==> src/hw/rtl/aup_pkg.sv <==
package aup_pkg;

    localparam int CHAN_W         = 8;
    localparam int NUM_CHAN       = 3;
    localparam int PIXEL_W        = 32;
    localparam int NUM_W          = 2 * CHAN_W;
    localparam int BIT_IDX_W      = $clog2(CHAN_W);
    localparam int BITS_PER_STAGE = 2;
    localparam int NUM_DIV_STAGES = CHAN_W / BITS_PER_STAGE;
    localparam int STAGE_IDX_W    = $clog2(NUM_DIV_STAGES);
    localparam logic [CHAN_W-1:0] CHAN_MAX = 8'hFF;

    // Lane order inside a word: 2 = red, 1 = green, 0 = blue.
    localparam int LANE_RED   = 2;
    localparam int LANE_GREEN = 1;
    localparam int LANE_BLUE  = 0;

    typedef logic [CHAN_W-1:0] t_chan;

    typedef struct packed {
        logic [NUM_W-1:0] rem;
        t_chan            quo;
    } t_lane;

    typedef struct packed {
        t_lane [NUM_CHAN-1:0] lane;
        logic  [NUM_CHAN-1:0] sat;
        logic                 zero;
        t_chan                alpha;
        logic                 last;
    } t_work;

    typedef struct packed {
        t_chan red;
        t_chan green;
        t_chan blue;
        t_chan alpha;
        logic  last;
    } t_result;

endpackage

==> src/hw/rtl/aup_in_if.sv <==
interface aup_in_if;
    import aup_pkg::*;

    logic               valid;
    logic               ready;
    logic [PIXEL_W-1:0] argb_pixel;
    logic               last_pixel;

    modport source (output valid, output argb_pixel, output last_pixel, input ready);
    modport sink   (input valid, input argb_pixel, input last_pixel, output ready);
endinterface

==> src/hw/rtl/aup_out_if.sv <==
interface aup_out_if;
    import aup_pkg::*;

    logic  valid;
    logic  ready;
    t_chan red_out;
    t_chan green_out;
    t_chan blue_out;
    t_chan alpha_out;
    logic  last_out;

    modport source (output valid, output red_out, output green_out, output blue_out,
                    output alpha_out, output last_out, input ready);
    modport sink   (input valid, input red_out, input green_out, input blue_out,
                    input alpha_out, input last_out, output ready);
endinterface

==> src/hw/rtl/aup_prep.sv <==
module aup_prep (
    input  logic                         i_clk,
    input  logic                         i_rst_n,
    input  logic                         i_valid,
    output logic                         o_ready,
    input  logic [aup_pkg::PIXEL_W-1:0]  i_argb_pixel,
    input  logic                         i_last_pixel,
    output logic                         o_valid,
    input  logic                         i_ready,
    output aup_pkg::t_work               o_work
);
    import aup_pkg::*;

    logic  r_valid;
    t_work r_work;
    t_work n_work;

    assign o_ready = !r_valid || i_ready;
    assign o_valid = r_valid;
    assign o_work  = r_work;

    // Form c*255 + alpha/2 per lane and flag quotients above the byte range.
    always_comb begin
        logic [NUM_W-1:0] c_ext;
        logic [NUM_W-1:0] a_ext;
        logic [NUM_W-1:0] num;
        a_ext        = NUM_W'(i_argb_pixel[PIXEL_W-1 -: CHAN_W]);
        n_work       = '0;
        n_work.alpha = i_argb_pixel[PIXEL_W-1 -: CHAN_W];
        n_work.zero  = (n_work.alpha == '0);
        n_work.last  = i_last_pixel;
        for (int ch = 0; ch < NUM_CHAN; ch++) begin
            c_ext = NUM_W'(i_argb_pixel[ch*CHAN_W +: CHAN_W]);
            num   = (c_ext << CHAN_W) - c_ext + (a_ext >> 1);
            n_work.lane[ch].rem = num;
            n_work.lane[ch].quo = '0;
            n_work.sat[ch]      = (num >= (a_ext << CHAN_W));
        end
    end

    always_ff @(posedge i_clk) begin
        if (!i_rst_n) begin
            r_valid <= 1'b0;
        end else if (o_ready) begin
            r_valid <= i_valid;
        end
    end

    always_ff @(posedge i_clk) begin
        if (o_ready && i_valid) begin
            r_work <= n_work;
        end
    end

endmodule

==> src/hw/rtl/aup_div_stage.sv <==
module aup_div_stage (
    input  logic                              i_clk,
    input  logic                              i_rst_n,
    input  logic [aup_pkg::STAGE_IDX_W-1:0]   i_stage,
    input  logic                              i_valid,
    output logic                              o_ready,
    input  aup_pkg::t_work                    i_work,
    output logic                              o_valid,
    input  logic                              i_ready,
    output aup_pkg::t_work                    o_work
);
    import aup_pkg::*;

    logic  r_valid;
    t_work r_work;
    t_work n_work;

    assign o_ready = !r_valid || i_ready;
    assign o_valid = r_valid;
    assign o_work  = r_work;

    // Restoring division: resolve the next quotient bits of every lane.
    always_comb begin
        logic [BIT_IDX_W-1:0] sh;
        logic [NUM_W-1:0]     dvs;
        n_work = i_work;
        for (int ch = 0; ch < NUM_CHAN; ch++) begin
            for (int s = 0; s < BITS_PER_STAGE; s++) begin
                sh  = BIT_IDX_W'(CHAN_W - 1 - int'(i_stage) * BITS_PER_STAGE - s);
                dvs = NUM_W'(i_work.alpha) << sh;
                if (n_work.lane[ch].rem >= dvs) begin
                    n_work.lane[ch].rem     = n_work.lane[ch].rem - dvs;
                    n_work.lane[ch].quo[sh] = 1'b1;
                end
            end
        end
    end

    always_ff @(posedge i_clk) begin
        if (!i_rst_n) begin
            r_valid <= 1'b0;
        end else if (o_ready) begin
            r_valid <= i_valid;
        end
    end

    always_ff @(posedge i_clk) begin
        if (o_ready && i_valid) begin
            r_work <= n_work;
        end
    end

endmodule

==> src/hw/rtl/aup_pack.sv <==
module aup_pack (
    input  logic             i_clk,
    input  logic             i_rst_n,
    input  logic             i_valid,
    output logic             o_ready,
    input  aup_pkg::t_work   i_work,
    output logic             o_valid,
    input  logic             i_ready,
    output aup_pkg::t_result o_result
);
    import aup_pkg::*;

    logic    r_valid;
    t_result r_result;
    t_result n_result;
    t_chan   fixed [NUM_CHAN];

    assign o_ready  = !r_valid || i_ready;
    assign o_valid  = r_valid;
    assign o_result = r_result;

    // Zero alpha wins over saturation; saturation wins over the quotient.
    always_comb begin
        for (int ch = 0; ch < NUM_CHAN; ch++) begin
            priority if (i_work.zero) begin
                fixed[ch] = '0;
            end else if (i_work.sat[ch]) begin
                fixed[ch] = CHAN_MAX;
            end else begin
                fixed[ch] = i_work.lane[ch].quo;
            end
        end
        n_result.red   = fixed[LANE_RED];
        n_result.green = fixed[LANE_GREEN];
        n_result.blue  = fixed[LANE_BLUE];
        n_result.alpha = i_work.alpha;
        n_result.last  = i_work.last;
    end

    always_ff @(posedge i_clk) begin
        if (!i_rst_n) begin
            r_valid <= 1'b0;
        end else if (o_ready) begin
            r_valid <= i_valid;
        end
    end

    always_ff @(posedge i_clk) begin
        if (o_ready && i_valid) begin
            r_result <= n_result;
        end
    end

endmodule

==> src/hw/rtl/alpha_unpremultiply_pixel.sv <==
// Channel  Dir  Word contents
// -------  ---  ---------------------------------------------------------
// i_pix    in   argb_pixel (A 31:24, R 23:16, G 15:8, B 7:0), last_pixel
// o_pix    out  red_out, green_out, blue_out, alpha_out, last_out
//
// One word per clock sustained while o_pix is not stalled; six register stages lie
// between the accepting edge on i_pix and the word leaving on o_pix.
// The depth is set by the division: four stages of two restoring steps each,
// between a numerator stage in front and a saturate/pack register at the end.
// Synchronous active-low reset clears only the per-stage valid bits.
// A stall on o_pix fills the empty stages first, then backs i_pix.ready up;
// no word is dropped or repeated.
module alpha_unpremultiply_pixel (
    input  logic            i_clk,
    input  logic            i_rst_n,
    aup_in_if.sink          i_pix,
    aup_out_if.source       o_pix
);
    import aup_pkg::*;

    // Stage 0 is the numerator stage, stage k+1 the output of divider stage k.
    logic [NUM_DIV_STAGES:0] stg_valid;
    logic [NUM_DIV_STAGES:0] stg_ready;
    t_work                   stg_work [NUM_DIV_STAGES+1];
    t_result                 result;

    // Build c*255 + alpha/2 and the saturation flags.
    aup_prep u_prep (
        .i_clk        (i_clk),
        .i_rst_n      (i_rst_n),
        .i_valid      (i_pix.valid),
        .o_ready      (i_pix.ready),
        .i_argb_pixel (i_pix.argb_pixel),
        .i_last_pixel (i_pix.last_pixel),
        .o_valid      (stg_valid[0]),
        .i_ready      (stg_ready[0]),
        .o_work       (stg_work[0])
    );

    // Advance the quotient bits, most significant first.
    for (genvar k = 0; k < NUM_DIV_STAGES; k++) begin : g_div
        aup_div_stage u_div (
            .i_clk   (i_clk),
            .i_rst_n (i_rst_n),
            .i_stage (STAGE_IDX_W'(k)),
            .i_valid (stg_valid[k]),
            .o_ready (stg_ready[k]),
            .i_work  (stg_work[k]),
            .o_valid (stg_valid[k+1]),
            .i_ready (stg_ready[k+1]),
            .o_work  (stg_work[k+1])
        );
    end

    // Clamp, zero on transparent pixels, and hold the word for the sink.
    aup_pack u_pack (
        .i_clk    (i_clk),
        .i_rst_n  (i_rst_n),
        .i_valid  (stg_valid[NUM_DIV_STAGES]),
        .o_ready  (stg_ready[NUM_DIV_STAGES]),
        .i_work   (stg_work[NUM_DIV_STAGES]),
        .o_valid  (o_pix.valid),
        .i_ready  (o_pix.ready),
        .o_result (result)
    );

    assign o_pix.red_out   = result.red;
    assign o_pix.green_out = result.green;
    assign o_pix.blue_out  = result.blue;
    assign o_pix.alpha_out = result.alpha;
    assign o_pix.last_out  = result.last;

endmodule

==> src/flat_wrapper.sv <==
// flat-port wrapper written by rule: the top's interface ports become plain ports
module alpha_unpremultiply_pixel_flat import aup_pkg::*;
  (i_clk, i_rst_n, i_pix_valid, i_pix_argb_pixel, i_pix_last_pixel, i_pix_ready, o_pix_valid, o_pix_red_out, o_pix_green_out, o_pix_blue_out, o_pix_alpha_out, o_pix_last_out, o_pix_ready);
  aup_in_if i_pix_i ();
  aup_out_if o_pix_i ();
  input  logic i_clk;
  input  logic i_rst_n;
  input wire logic [$bits(i_pix_i.valid)-1:0] i_pix_valid;
  input wire logic [$bits(i_pix_i.argb_pixel)-1:0] i_pix_argb_pixel;
  input wire logic [$bits(i_pix_i.last_pixel)-1:0] i_pix_last_pixel;
  output wire logic [$bits(i_pix_i.ready)-1:0] i_pix_ready;
  output wire logic [$bits(o_pix_i.valid)-1:0] o_pix_valid;
  output wire logic [$bits(o_pix_i.red_out)-1:0] o_pix_red_out;
  output wire logic [$bits(o_pix_i.green_out)-1:0] o_pix_green_out;
  output wire logic [$bits(o_pix_i.blue_out)-1:0] o_pix_blue_out;
  output wire logic [$bits(o_pix_i.alpha_out)-1:0] o_pix_alpha_out;
  output wire logic [$bits(o_pix_i.last_out)-1:0] o_pix_last_out;
  input wire logic [$bits(o_pix_i.ready)-1:0] o_pix_ready;
  assign i_pix_i.valid = i_pix_valid;
  assign i_pix_i.argb_pixel = i_pix_argb_pixel;
  assign i_pix_i.last_pixel = i_pix_last_pixel;
  assign i_pix_ready = i_pix_i.ready;
  assign o_pix_valid = o_pix_i.valid;
  assign o_pix_red_out = o_pix_i.red_out;
  assign o_pix_green_out = o_pix_i.green_out;
  assign o_pix_blue_out = o_pix_i.blue_out;
  assign o_pix_alpha_out = o_pix_i.alpha_out;
  assign o_pix_last_out = o_pix_i.last_out;
  assign o_pix_i.ready = o_pix_ready;
  alpha_unpremultiply_pixel u_core (.i_clk(i_clk), .i_rst_n(i_rst_n), .i_pix(i_pix_i), .o_pix(o_pix_i));
endmodule
==> config.mk <==
export PLATFORM = sky130hd
export DESIGN_NAME = alpha_unpremultiply_pixel_flat
export DESIGN_NICKNAME = d
export VERILOG_FILES = /design/src/hw/rtl/aup_pkg.sv /design/src/hw/rtl/aup_in_if.sv /design/src/hw/rtl/aup_out_if.sv /design/src/hw/rtl/aup_prep.sv /design/src/hw/rtl/aup_div_stage.sv /design/src/hw/rtl/aup_pack.sv /design/src/hw/rtl/alpha_unpremultiply_pixel.sv /design/src/flat_wrapper.sv
export SDC_FILE = /design/constraint.sdc
export NUM_CORES = 1
export LEC_CHECK = 0
export ABC_AREA = 1
export ABC_CLOCK_PERIOD_IN_PS = 6300
export BUFFER_PORTS_ARGS = -buffer_cell sky130_fd_sc_hd__clkbuf_2
export CORE_AREA = 2 2 371 373
export DETAILED_ROUTE_END_ITERATION = 8
export DIE_AREA = 0 0 373 375
export PLACE_DENSITY_LB_ADDON = 0.12
export RECOVER_POWER = 50
export SLEW_MARGIN = 40
export SYNTH_ARGS = -nofsm -noshare
export SYNTH_HDL_FRONTEND = slang
export SYNTH_HIERARCHICAL = 1
export SYNTH_SLANG_ARGS = --single-unit
export TNS_END_PERCENT = 1
==> constraint.sdc <==
create_clock -name i_clk -period 6.3 [get_ports i_clk]
set_clock_uncertainty 0.1 [all_clocks]
set_input_delay 1.575 -clock i_clk [delete_from_list [all_inputs] [get_ports i_clk]]
set_output_delay 1.575 -clock i_clk [all_outputs]
set_load 0.03 [all_outputs]
==> out/qor.csv, run 1 <==
stage,metric,value,unit
min_path,worst min-delay path category,flop to flop,
placement,Port Buffers,71,
grt,largest net degree at the start of global routing,86,
worst_setup_path,"Arr. time, crit path",5.85,ns
pwr,Pint,8.985,mW
cells_and_area,Register Area,11710,um2
cells_and_area,"commonest non-fill, non-tap cell in the layout",nand2_1,
cells_and_area,Fillers,14817,
routing,drt total wl,114900,um
grt,vias in the first global route,30729,
timing,final hold vios,0,
placement,DP Wirelength,95060,um
pwr,Sw Pwr,7.322,mW
routing,WL per Instance,16.79,um
clock_network,CTS Hold Bufs,0,
floorplan,I/O pin cnt,72,
timing,RSZ-0062 raised after global routing,no,
timing,Final period util,0.8860,
routing,drt pass-1 iters,8,
grt,GRT overflow,0,
grt,initial antenna violation count,0,
clock_network,"CTS clk-pin slew, worst paths",0.06,ns
grt,first-pass GRT wire length,176900,um
placement,placed cell area,39760,um2
pwr,maximum VDD drop,240.4,uV
run_status,failing checks,"max-capacitance violations, max-slew violations",
pwr,Comb power frac,0.574,
pwr,cell leakage power,18.60,nW
timing,Pins Over Slew Limit,244,
timing,Sum Neg Setup Slack,0,ns
worst_setup_path,crit end category,flop,
cells_and_area,Final Util,0.3049,
worst_setup_path,CP Data Required Time,6.57,ns
cells_and_area,most frequent cells in the layout,"nand2_1, inv_1, edfxtp_1",
worst_setup_path,crit-path cells,inv_1 > o21ai_0 > a22oi_1 > ha_1 > a21oi_2 > nor2_1 > nor2_1 > nor2_1 > nor2_1 > nand2_4 > inv_2 > o21ai_0 > ha_1 > nand2_1 > o21ai_1 > a21boi_1 > o21ai_0 > nor2_1 > nand3_4 > inv_4 > nand2_1 > o21ai_0,
routing,Starting DRT DRC Count,1880,
timing,setup violators final,0,
worst_setup_path,Setup CP Type,flop to flop,
cells_and_area,Layout Cells excl Fill,6842,
timing,Max Clock Freq,0.1792,GHz
grt,GRT Util Overall,0.1614,
clock_network,TritonCTS buffer count,52,
worst_setup_path,Worst path slowest cell,a22oi_1,
cells_and_area,NumNets Final,5438,
cells_and_area,area grow syn2layout,10.52,%
flow_run,maximum capacitance violations,4,
worst_setup_path,Crit Path Max Fanout,28,
floorplan,Row Count,136,
timing,Slew @ Worst Pin,2.345,ns
floorplan,die width,373,um
timing,headroom to the max-slew limit,-0.5630,
cells_and_area,Final Cell Area,41550,um2
clock_network,Sink Count,392,
pwr,Sw Share,0.4490,
worst_setup_path,Critical Path Source Type,flop,
logic_synthesis,Mapped Area,37600,um2
pwr,Flop pwr share,0.229,
floorplan,Die H,375,um
worst_setup_path,"most used cell, CP",nor2_1,
routing,DR vias,31233,
cells_and_area,footprint of the multi-input gates,22890,um2
floorplan,area of the core,136300,um2
placement,final RePlAce weighted congestion,0.9272,
routing,DRT antenna net count,0,
routing,detailed-route DRC error count,0,
logic_synthesis,Ys Warns,6,
floorplan,full die area,139900,um2
run_status,status,"complete, but fails checks",
timing,min Tclk post-route,5.582,ns
logic_synthesis,post-synthesis cell count,4918,
clock_network,clk_lat worst skew,0.67,ns
worst_setup_path,Crit path largest cell delay,0.64,ns
pwr,clock share of power,0.196,
floorplan,Initial Util,0.2758,
clock_network,post-CTS resize count,0,
clock_network,root buffer cell,clkbuf_16,
clock_network,htree depth,2,
logic_synthesis,Avg Inst Size Synth,7.645,um2
cells_and_area,share of layout cells above drive strength 1,0.09529,
clock_network,CTS tree,done,
placement,Post-Place Cells,6743,
routing,vias per cell,4.565,
clock_network,postcts setup bufs,0,
cells_and_area,antenna cells,0,
pwr,PD cells,392.4,nW/um2
clock_network,CTS max path bufs,3,
-- routing by layer --
layer	global-route usage	up-vias	routed length (um)
met5	0	-	0
met4	0.05737	0	4025
met3	0.01339	148	2858
met2	0.2735	448	52760
met1	0.2145	13959	55270
li1	-	16678	-
-- through the flow --
stage | worst slack (ns) | power, mW | hold slack [ns]
5_1_grt | 0.3023 | 17.91 | 0.3056
3_3_place_gp | 0.7502 | 13.17 | 0.3014
2_1_floorplan | -0.3811 | 11.26 | 0.3003
4_1_cts | 0.6933 | 16.44 | 0.2954
6_report | 0.7181 | 16.31 | 0.2915
3_5_place_dp | 0.7081 | 13.13 | 0.3045
-- final cells by class --
class                           count  area share
Sequential cell                   392      0.2818
Timing Repair Buffer              106     0.01478
Inverter                          582     0.05333
Clock inverter                     40     0.01343
Clock buffer                       57     0.03177
Tap cell                         1794     0.05402
Multi-Input combinational cell   3871      0.5508
-- flip-flops by register name, indices dropped and copies added, names as in the netlist --
name	cells
u_core/u_prep/o_work	61
u_core/g_div.u_div/o_work	292
u_core/u_pack/o_result	33
u_core/u_pack/o_valid	1
u_core/g_div.u_div/o_valid	4
u_core/u_prep/o_valid	1
-- final timing paths --
check | start | end | slack (ns) | depth (start not counted)
setup / recovery | u_core/u_prep/o_work[3]$_DFFE_PP_ | u_core/g_div[0].u_div/o_work[78]$_DFFE_PP_ | 0.72 | 22
hold / removal | u_core/g_div[3].u_div/o_work[5]$_DFFE_PP_ | u_core/u_pack/o_result[5]$_DFFE_PP_ | 0.29 | 0
setup reg to reg | u_core/u_prep/o_work[3]$_DFFE_PP_ | u_core/g_div[0].u_div/o_work[78]$_DFFE_PP_ | 0.72 | 22
hold reg to reg | u_core/g_div[3].u_div/o_work[5]$_DFFE_PP_ | u_core/u_pack/o_result[5]$_DFFE_PP_ | 0.29 | 0
-- power groups by stage --
stage	Sequential (mW)	Clock [mW]	Combinational [mW]
2_1_floorplan	3.68	0	7.58
3_3_place_gp	3.80	0	9.37
3_5_place_dp	3.79	0	9.34
4_1_cts	3.73	3.33	9.37
5_1_grt	3.76	3.42	10.7
6_report	3.74	3.20	9.37
-- critical path, delay by kind of cell (launching register included) --
kind,cells,cell delay (ns)
simple gates,9,1.13
compound gates,8,2.14
flops,1,0.47
fa+ha+maj,2,0.84
buf+inv,3,0.64
Note: power is estimated with default switching activity, not from simulation.
==> inputs of run 2 (changes only) <==
--- a/config.mk
+++ b/config.mk
@@ -8,6 +8,8 @@
 export ABC_AREA = 1
 export ABC_CLOCK_PERIOD_IN_PS = 6300
 export BUFFER_PORTS_ARGS = -buffer_cell sky130_fd_sc_hd__clkbuf_2
+export CELL_PAD_IN_SITES_DETAIL_PLACEMENT = 1
+export CELL_PAD_IN_SITES_GLOBAL_PLACEMENT = 1
 export CORE_AREA = 2 2 371 373
 export DETAILED_ROUTE_END_ITERATION = 8
 export DIE_AREA = 0 0 373 375
==> run 2 against run 1 <==
Clock-buffer cell count fell by 3; critical path depth grew 1; hold slack better by 0.024 ns; critical endpoint unchanged; clock power fell by 6%; core utilization decreased by 0.14 points; global-route usage is 1.7 points higher; highest routed layer unchanged; design area is 0.46% lower; the run still ends with max-capacitance violations, max-slew violations left; critical path type unchanged.
==> out/qor.csv, run 2 (synthesis results as in run 1) <==
stage,metric,value,unit
worst_setup_path,reg2reg path depth,23,
timing,Final period util,0.8732,
timing,min Tclk post-route,5.501,ns
timing,setup violators final,0,
flow_run,maximum capacitance violations,4,
worst_setup_path,Critical Path Source Type,flop,
worst_setup_path,Crit Reg-Reg Startpoint,u_core/u_prep/o_work[3]$_DFFE_PP_,
min_path,hold path start,u_core/g_div[3].u_div/o_work[2]$_DFFE_PP_,
timing,final hold vios,0,
grt,largest net degree at the start of global routing,86,
cells_and_area,Layout Cells excl Fill,6834,
clock_network,root buffer cell,clkbuf_16,
cells_and_area,most frequent cells in the layout,"nand2_1, inv_1, edfxtp_1",
min_path,Hold Path End,u_core/u_pack/o_result[2]$_DFFE_PP_,
clock_network,Sink Count,392,
cells_and_area,NumNets Final,5436,
timing,RSZ-0062 raised after global routing,no,
pwr,Comb power frac,0.586,
pwr,total power,16.31,mW
cells_and_area,area grow syn2layout,10.01,%
run_status,failing checks,"max-capacitance violations, max-slew violations",
timing,hold slack,0.3156,ns
routing,drt total wl,126800,um
placement,Port Buffers,71,
routing,Starting DRT DRC Count,1259,
pwr,Sw Share,0.4563,
worst_setup_path,"most used cell, CP",nor2_1,
worst_setup_path,Crit Path Max Fanout,28,
floorplan,I/O pin cnt,72,
routing,detailed-route DRC error count,0,
clock_network,clk_lat worst skew,0.63,ns
routing,DR vias,31841,
clock_network,post-CTS resize count,0,
placement,DP Wirelength,106900,um
routing,vias per cell,4.659,
cells_and_area,"commonest non-fill, non-tap cell in the layout",nand2_1,
clock_network,CTS Hold Bufs,0,
pwr,clock share of power,0.184,
pwr,maximum VDD drop,216.6,uV
routing,DRT antenna net count,0,
grt,first-pass GRT wire length,195200,um
timing,Pins Over Slew Limit,244,
worst_setup_path,"Arr. time, crit path",5.76,ns
timing,headroom to the max-slew limit,-0.5580,
timing,Max Clock Freq,0.1818,GHz
grt,vias in the first global route,33376,
placement,pre-CTS setup slack,0.6953,ns
floorplan,die width,373,um
routing,drt pass-1 iters,5,
cells_and_area,Final Util,0.3035,
worst_setup_path,CP Data Required Time,6.56,ns
floorplan,full die area,139900,um2
grt,initial antenna violation count,0,
timing,Slew @ Worst Pin,2.337,ns
routing,WL per Instance,18.56,um
grt,GRT Util Overall,0.1787,
clock_network,htree depth,2,
worst_setup_path,Worst path slowest cell,a22oi_1,
run_status,status,"complete, but fails checks",
pwr,Flop pwr share,0.229,
floorplan,Initial Util,0.2758,
pwr,Pint,8.866,mW
grt,GRT overflow,0,
placement,final RePlAce weighted congestion,0.8271,
pwr,Sw Pwr,7.441,mW
worst_setup_path,reg2reg end,u_core/g_div[0].u_div/o_work[78]$_DFFE_PP_,
worst_setup_path,crit-path cells,inv_1 > o21ai_0 > a22oi_1 > buf_4 > ha_1 > a21oi_2 > nor2_1 > nor2_1 > nor2_1 > nor2_1 > nand2_4 > inv_2 > nand2_1 > o21ai_0 > ha_1 > a21oi_1 > o21ai_1 > a21boi_1 > o21ai_0 > nor2_1 > nand3_4 > inv_4 > o21ai_0,
placement,Post-Place Cells,6745,
clock_network,CTS tree,done,
floorplan,Die H,375,um
floorplan,Row Count,136,
clock_network,"CTS clk-pin slew, worst paths",0.06,ns
worst_setup_path,Setup CP Type,flop to flop,
worst_setup_path,crit end category,flop,
pwr,PD cells,394.3,nW/um2
floorplan,area of the core,136300,um2
worst_setup_path,reg2reg setup slack,0.80,ns
clock_network,TritonCTS buffer count,49,
clock_network,CTS max path bufs,3,
pwr,cell leakage power,18.51,nW
min_path,worst min-delay path category,flop to flop,
cells_and_area,max reg flops,292,
clock_network,postcts setup bufs,0,
min_path,hold path cells,0,
cells_and_area,share of layout cells above drive strength 1,0.09226,
worst_setup_path,Crit path largest cell delay,0.52,ns
timing,Final WS setup,0.7987,ns
cells_and_area,antenna cells,0,
## run 2: cell count changes in the layout (fill, tap and decap cells not counted), sizes merged
cell and change:
inv -2, clkinv -5, clkinvlp +2, clkbuf -3, buf +1, bufinv -1
## run 2: worst max-delay path by stage
stage                                                  from                                          to  slack [ns]  cells after the start
final                     u_core/u_prep/o_work[3]$_DFFE_PP_  u_core/g_div[0].u_div/o_work[78]$_DFFE_PP_        0.80                     23
after global routing      u_core/u_prep/o_work[1]$_DFFE_PP_  u_core/g_div[0].u_div/o_work[78]$_DFFE_PP_        0.27                     23
after CTS                 u_core/u_prep/o_work[3]$_DFFE_PP_  u_core/g_div[0].u_div/o_work[78]$_DFFE_PP_        0.68                     23
after detailed placement  u_core/u_prep/o_work[3]$_DFFE_PP_  u_core/g_div[0].u_div/o_work[78]$_DFFE_PP_        0.70                     23
after global placement    u_core/u_prep/o_work[3]$_DFFE_PP_  u_core/g_div[0].u_div/o_work[78]$_DFFE_PP_        0.83                     23
after floorplan                                 o_pix_ready   u_core/g_div[1].u_div/o_work[0]$_DFFE_PP_       -0.38                      8
## run 2: area by class of cell
cell class / instances / area [um2]
fillers: 16659 / 94940
well taps: 1794 / 2245
inverters: 582 / 2216
flip-flops and latches: 392 / 11710
clock inverters: 34 / 430.4
clock buffers: 54 / 1266
repair buffers: 107 / 615.6
multi-input cells: 3871 / 22880
## run 2: routing by layer
layer / vias up / GRT usage / wire [um]
met2: 244 / 0.3237 / 62120
met3: 116 / 0.01243 / 1988
li1: 16657 / - / -
met4: 0 / 0.04502 / 3053
met1: 14824 / 0.2289 / 59660
met5: - / 0 / 0
## run 2: through the flow
| stage | instance area [um2] | TNS [ns] |
|---|---|---|
| floorplan | 37710 | -56.14 |
| global placement | 39770 | 0 |
| detailed placement | 39770 | 0 |
| CTS | 41460 | 0 |
| global route | 41360 | 0 |
| finish | 41360 | 0 |
## run 2: worst max-delay path, delay by kind of cell (launching register included)
| kind | cells | cell delay, ns |
|---|---|---|
| buffers and inverters | 4 | 0.99 |
| AND/OR/NAND/NOR | 8 | 1.08 |
| flip-flops | 1 | 0.43 |
| AO/OA/AOI/OAI | 9 | 1.95 |
| adder cells (fa/ha/maj) | 2 | 0.67 |
## run 2: power by group through the flow
stage                     Sequential, mW  Clock [mW]  Combinational [mW]
after CTS                           3.74        3.14                9.64
after detailed placement            3.79           0                9.61
after global routing                3.77        3.20                11.0
after global placement              3.80           0                9.56
final                               3.74        3.01                9.56
after floorplan                     3.68           0                7.58
==> inputs of run 3 (changes only) <==
--- a/config.mk
+++ b/config.mk
@@ -10,14 +10,13 @@
 export BUFFER_PORTS_ARGS = -buffer_cell sky130_fd_sc_hd__clkbuf_2
 export CELL_PAD_IN_SITES_DETAIL_PLACEMENT = 1
 export CELL_PAD_IN_SITES_GLOBAL_PLACEMENT = 1
-export CORE_AREA = 2 2 371 373
+export CORE_AREA = 2 2 298 300
 export DETAILED_ROUTE_END_ITERATION = 8
-export DIE_AREA = 0 0 373 375
+export DIE_AREA = 0 0 300 302
 export PLACE_DENSITY_LB_ADDON = 0.12
 export RECOVER_POWER = 50
 export SLEW_MARGIN = 40
 export SYNTH_ARGS = -nofsm -noshare
 export SYNTH_HDL_FRONTEND = slang
-export SYNTH_HIERARCHICAL = 1
 export SYNTH_SLANG_ARGS = --single-unit
 export TNS_END_PERCENT = 1
==> run 3 against run 2 <==
The flow still finishes with violations (max-capacitance violations, max-slew violations); flip-flop and latch count decreased by 36; register-to-register slack better by 0.33 ns; routed wire length is 41% lower; total power shrank 48%; sequential power down 20%; synthesized cell count down 38%; non-clock buffer count down 21; die area decreased by 35%; clock power down 10%; critical path type unchanged; largest cell class unchanged; largest power group is now sequential cells.
==> out/qor.csv, run 3 <==
stage,metric,value,unit
run_status,status,"complete, but fails checks",
run_status,failing checks,"max-capacitance violations, max-slew violations",
logic_synthesis,Mapped Area,26030,um2
timing,setup violators final,0,
worst_setup_path,"Arr. time, crit path",5.40,ns
worst_setup_path,Critical path origin,u_core.g_div[1].u_div.o_work[8]$_DFFE_PP_,
worst_setup_path,Crit Path Max Fanout,16,
timing,Sum Neg Setup Slack,0,ns
timing,Pins Over Slew Limit,119,
flow_run,maximum capacitance violations,4,
routing,drt total wl,74420,um
grt,first-pass GRT wire length,119200,um
logic_synthesis,Post-synth top flop,edfxtp_1,
clock_network,CTS max path bufs,3,
routing,DRT antenna net count,0,
logic_synthesis,Async SR Flop Fraction,0,
routing,Starting DRT DRC Count,647,
routing,WL per Instance,17.12,um
cells_and_area,NumNets Final,3442,
clock_network,TritonCTS buffer count,46,
pwr,cell leakage power,12.41,nW
worst_setup_path,CP Data Required Time,6.53,ns
floorplan,Row Count,109,
clock_network,"CTS clk-pin slew, worst paths",0.07,ns
worst_setup_path,Critical Path Source Type,flop,
timing,headroom to the max-slew limit,-1.070,
floorplan,Die H,302,um
logic_synthesis,Yosys cell types,59,
clock_network,clk_lat worst skew,0.60,ns
logic_synthesis,Ys Warns,0,
min_path,worst min-delay path category,flop to flop,
logic_synthesis,post-synth top area share,0.4037,
cells_and_area,most frequent cells in the layout,"nand2_1, inv_1, edfxtp_1",
floorplan,die width,300,um
timing,Slew @ Worst Pin,3.106,ns
logic_synthesis,post-synthesis cell count,3041,
placement,Port Buffers,71,
logic_synthesis,Avg Inst Size Synth,8.561,um2
clock_network,postcts setup bufs,0,
clock_network,root buffer cell,clkbuf_16,
cells_and_area,area grow syn2layout,12.28,%
clock_network,post-CTS resize count,0,
logic_synthesis,most frequent cells after synthesis,"nand2_1, inv_1, edfxtp_1, nor2_1, ha_1",
placement,final RePlAce weighted congestion,0.8720,
worst_setup_path,crit end category,flop,
pwr,Sw Share,0.3511,
logic_synthesis,synthesized flop and latch total,356,
grt,GRT Util Overall,0.1655,
pwr,clock share of power,0.316,
routing,detailed-route DRC error count,0,
timing,Final period util,0.8206,
clock_network,htree depth,2,
floorplan,Initial Util,0.2973,
routing,drt pass-1 iters,4,
timing,min Tclk post-route,5.169,ns
pwr,PD cells,292.9,nW/um2
cells_and_area,"commonest non-fill, non-tap cell in the layout",nand2_1,
cells_and_area,max reg flops,256,
logic_synthesis,most frequent cell after synthesis,nand2_1,
cells_and_area,share of layout cells above drive strength 1,0.07322,
routing,vias per cell,4.722,
placement,DP Wirelength,60370,um
logic_synthesis,sequential cell area fraction in the yosys report,0.4083,
worst_setup_path,Crit Reg-Reg Startpoint,u_core.g_div[1].u_div.o_work[8]$_DFFE_PP_,
placement,placed cell area,27770,um2
floorplan,I/O pin cnt,72,
floorplan,area of the core,87560,um2
grt,initial antenna violation count,0,
timing,Max Clock Freq,0.1934,GHz
cells_and_area,Final Util,0.3339,
worst_setup_path,Setup CP Type,flop to flop,
pwr,Flop pwr share,0.351,
clock_network,CTS Hold Bufs,0,
pwr,Pint,5.555,mW
cells_and_area,antenna cells,0,
floorplan,full die area,90600,um2
logic_synthesis,"EDFF count, synth",350,
clock_network,CTS tree,done,
timing,final hold vios,0,
min_path,hold path start,u_core.g_div[2].u_div.o_work[15]$_SDFFCE_PP1P_,
clock_network,Sink Count,356,
routing,DR vias,20528,
grt,largest net degree at the start of global routing,68,
logic_synthesis,Synth area leaders,"edfxtp_1, ha_1, nand2_1",
grt,GRT overflow,0,
pwr,maximum VDD drop,172.1,uV
pwr,Sw Pwr,3.006,mW
timing,RSZ-0062 raised after global routing,no,
pwr,Comb power frac,0.333,
logic_synthesis,Synth area leader,edfxtp_1,
cells_and_area,Final Cell Area,29230,um2
grt,vias in the first global route,22157,
logic_synthesis,Synthesized Nets,3339,
run 3: through the flow:
step	setup slack, ns	hold slack (ns)	power, mW	std cells
floorplan	0.6891	0.3003	5.262	3041
global placement	1.096	0.3027	5.860	4261
detailed placement	1.059	0.3057	5.945	4261
CTS	1.318	0.3122	8.711	4347
global route	0.4998	0.3239	9.207	4347
finish	1.131	0.3107	8.561	4347
run 3: kinds of logic after synthesis:
family,Yosys count,synth area share
and+or+nand+nor,1369,0.2346
AOI/OAI and AO/OA,446,0.09814
adders and majority gates,261,0.1324
xor gates and xnor gates,179,0.06022
buffers and inverters,430,0.06637
DFF,356,0.4083
run 3: power by group through the flow:
stage	Combinational, mW	Sequential, mW	Clock, mW
CTS	2.90	3.01	2.81
detailed placement	2.89	3.06	0
finish	2.85	3.01	2.70
floorplan	2.26	3.00	0
global route	3.30	3.02	2.88
global placement	2.80	3.06	0
run 3: path summary, 6_finish.rpt:
| check | cells past startpoint | slack (ns) | to |
|---|---|---|---|
| max | 22 | 1.13 | u_core.g_div[2].u_div.o_work[82]$_DFFE_PP_ |
| min | 0 | 0.31 | u_core.g_div[3].u_div.o_work[15]$_DFFE_PP_ |
| max reg2reg | 22 | 1.13 | u_core.g_div[2].u_div.o_work[82]$_DFFE_PP_ |
| min reg2reg | 0 | 0.31 | u_core.g_div[3].u_div.o_work[15]$_DFFE_PP_ |
run 3: layer usage:
layer  global-route usage  up-vias  part of all wire
li1                     -    10547                 -
met1               0.2071     9661              0.46
met2               0.2939      205              0.48
met3              0.01652      115             0.020
met4              0.06321        0             0.034
met5                    0        -                 0
run 3: layout make-up:
type,instances,area (um2)
clock inverter,30,362.8
clock buffer,56,1210
inverter,399,1511
sequential,356,10630
timing repair buffer,86,392.9
fill,10392,58320
multi-input combinational,2255,13670
tap,1165,1458
run 3: worst max-delay path, cell delays in order, from the launching register on:
cell and delay (ns):
edfxtp_1 0.47, inv_1 0.45, ha_1 0.31, inv_1 0.09
nor2_1 0.13, nand2_1 0.12, nor3_1 0.15, nand2_1 0.10
nand3_1 0.50, inv_1 0.33, nand2_1 0.13, nand2_1 0.09
ha_1 0.37, nand2_1 0.12, nor2_1 0.05, a211oi_1 0.38
nor3_1 0.08, nor2_1 0.19, nand3_1 0.20, inv_2 0.11
nand3_4 0.17, inv_2 0.18, a21oi_1 0.06
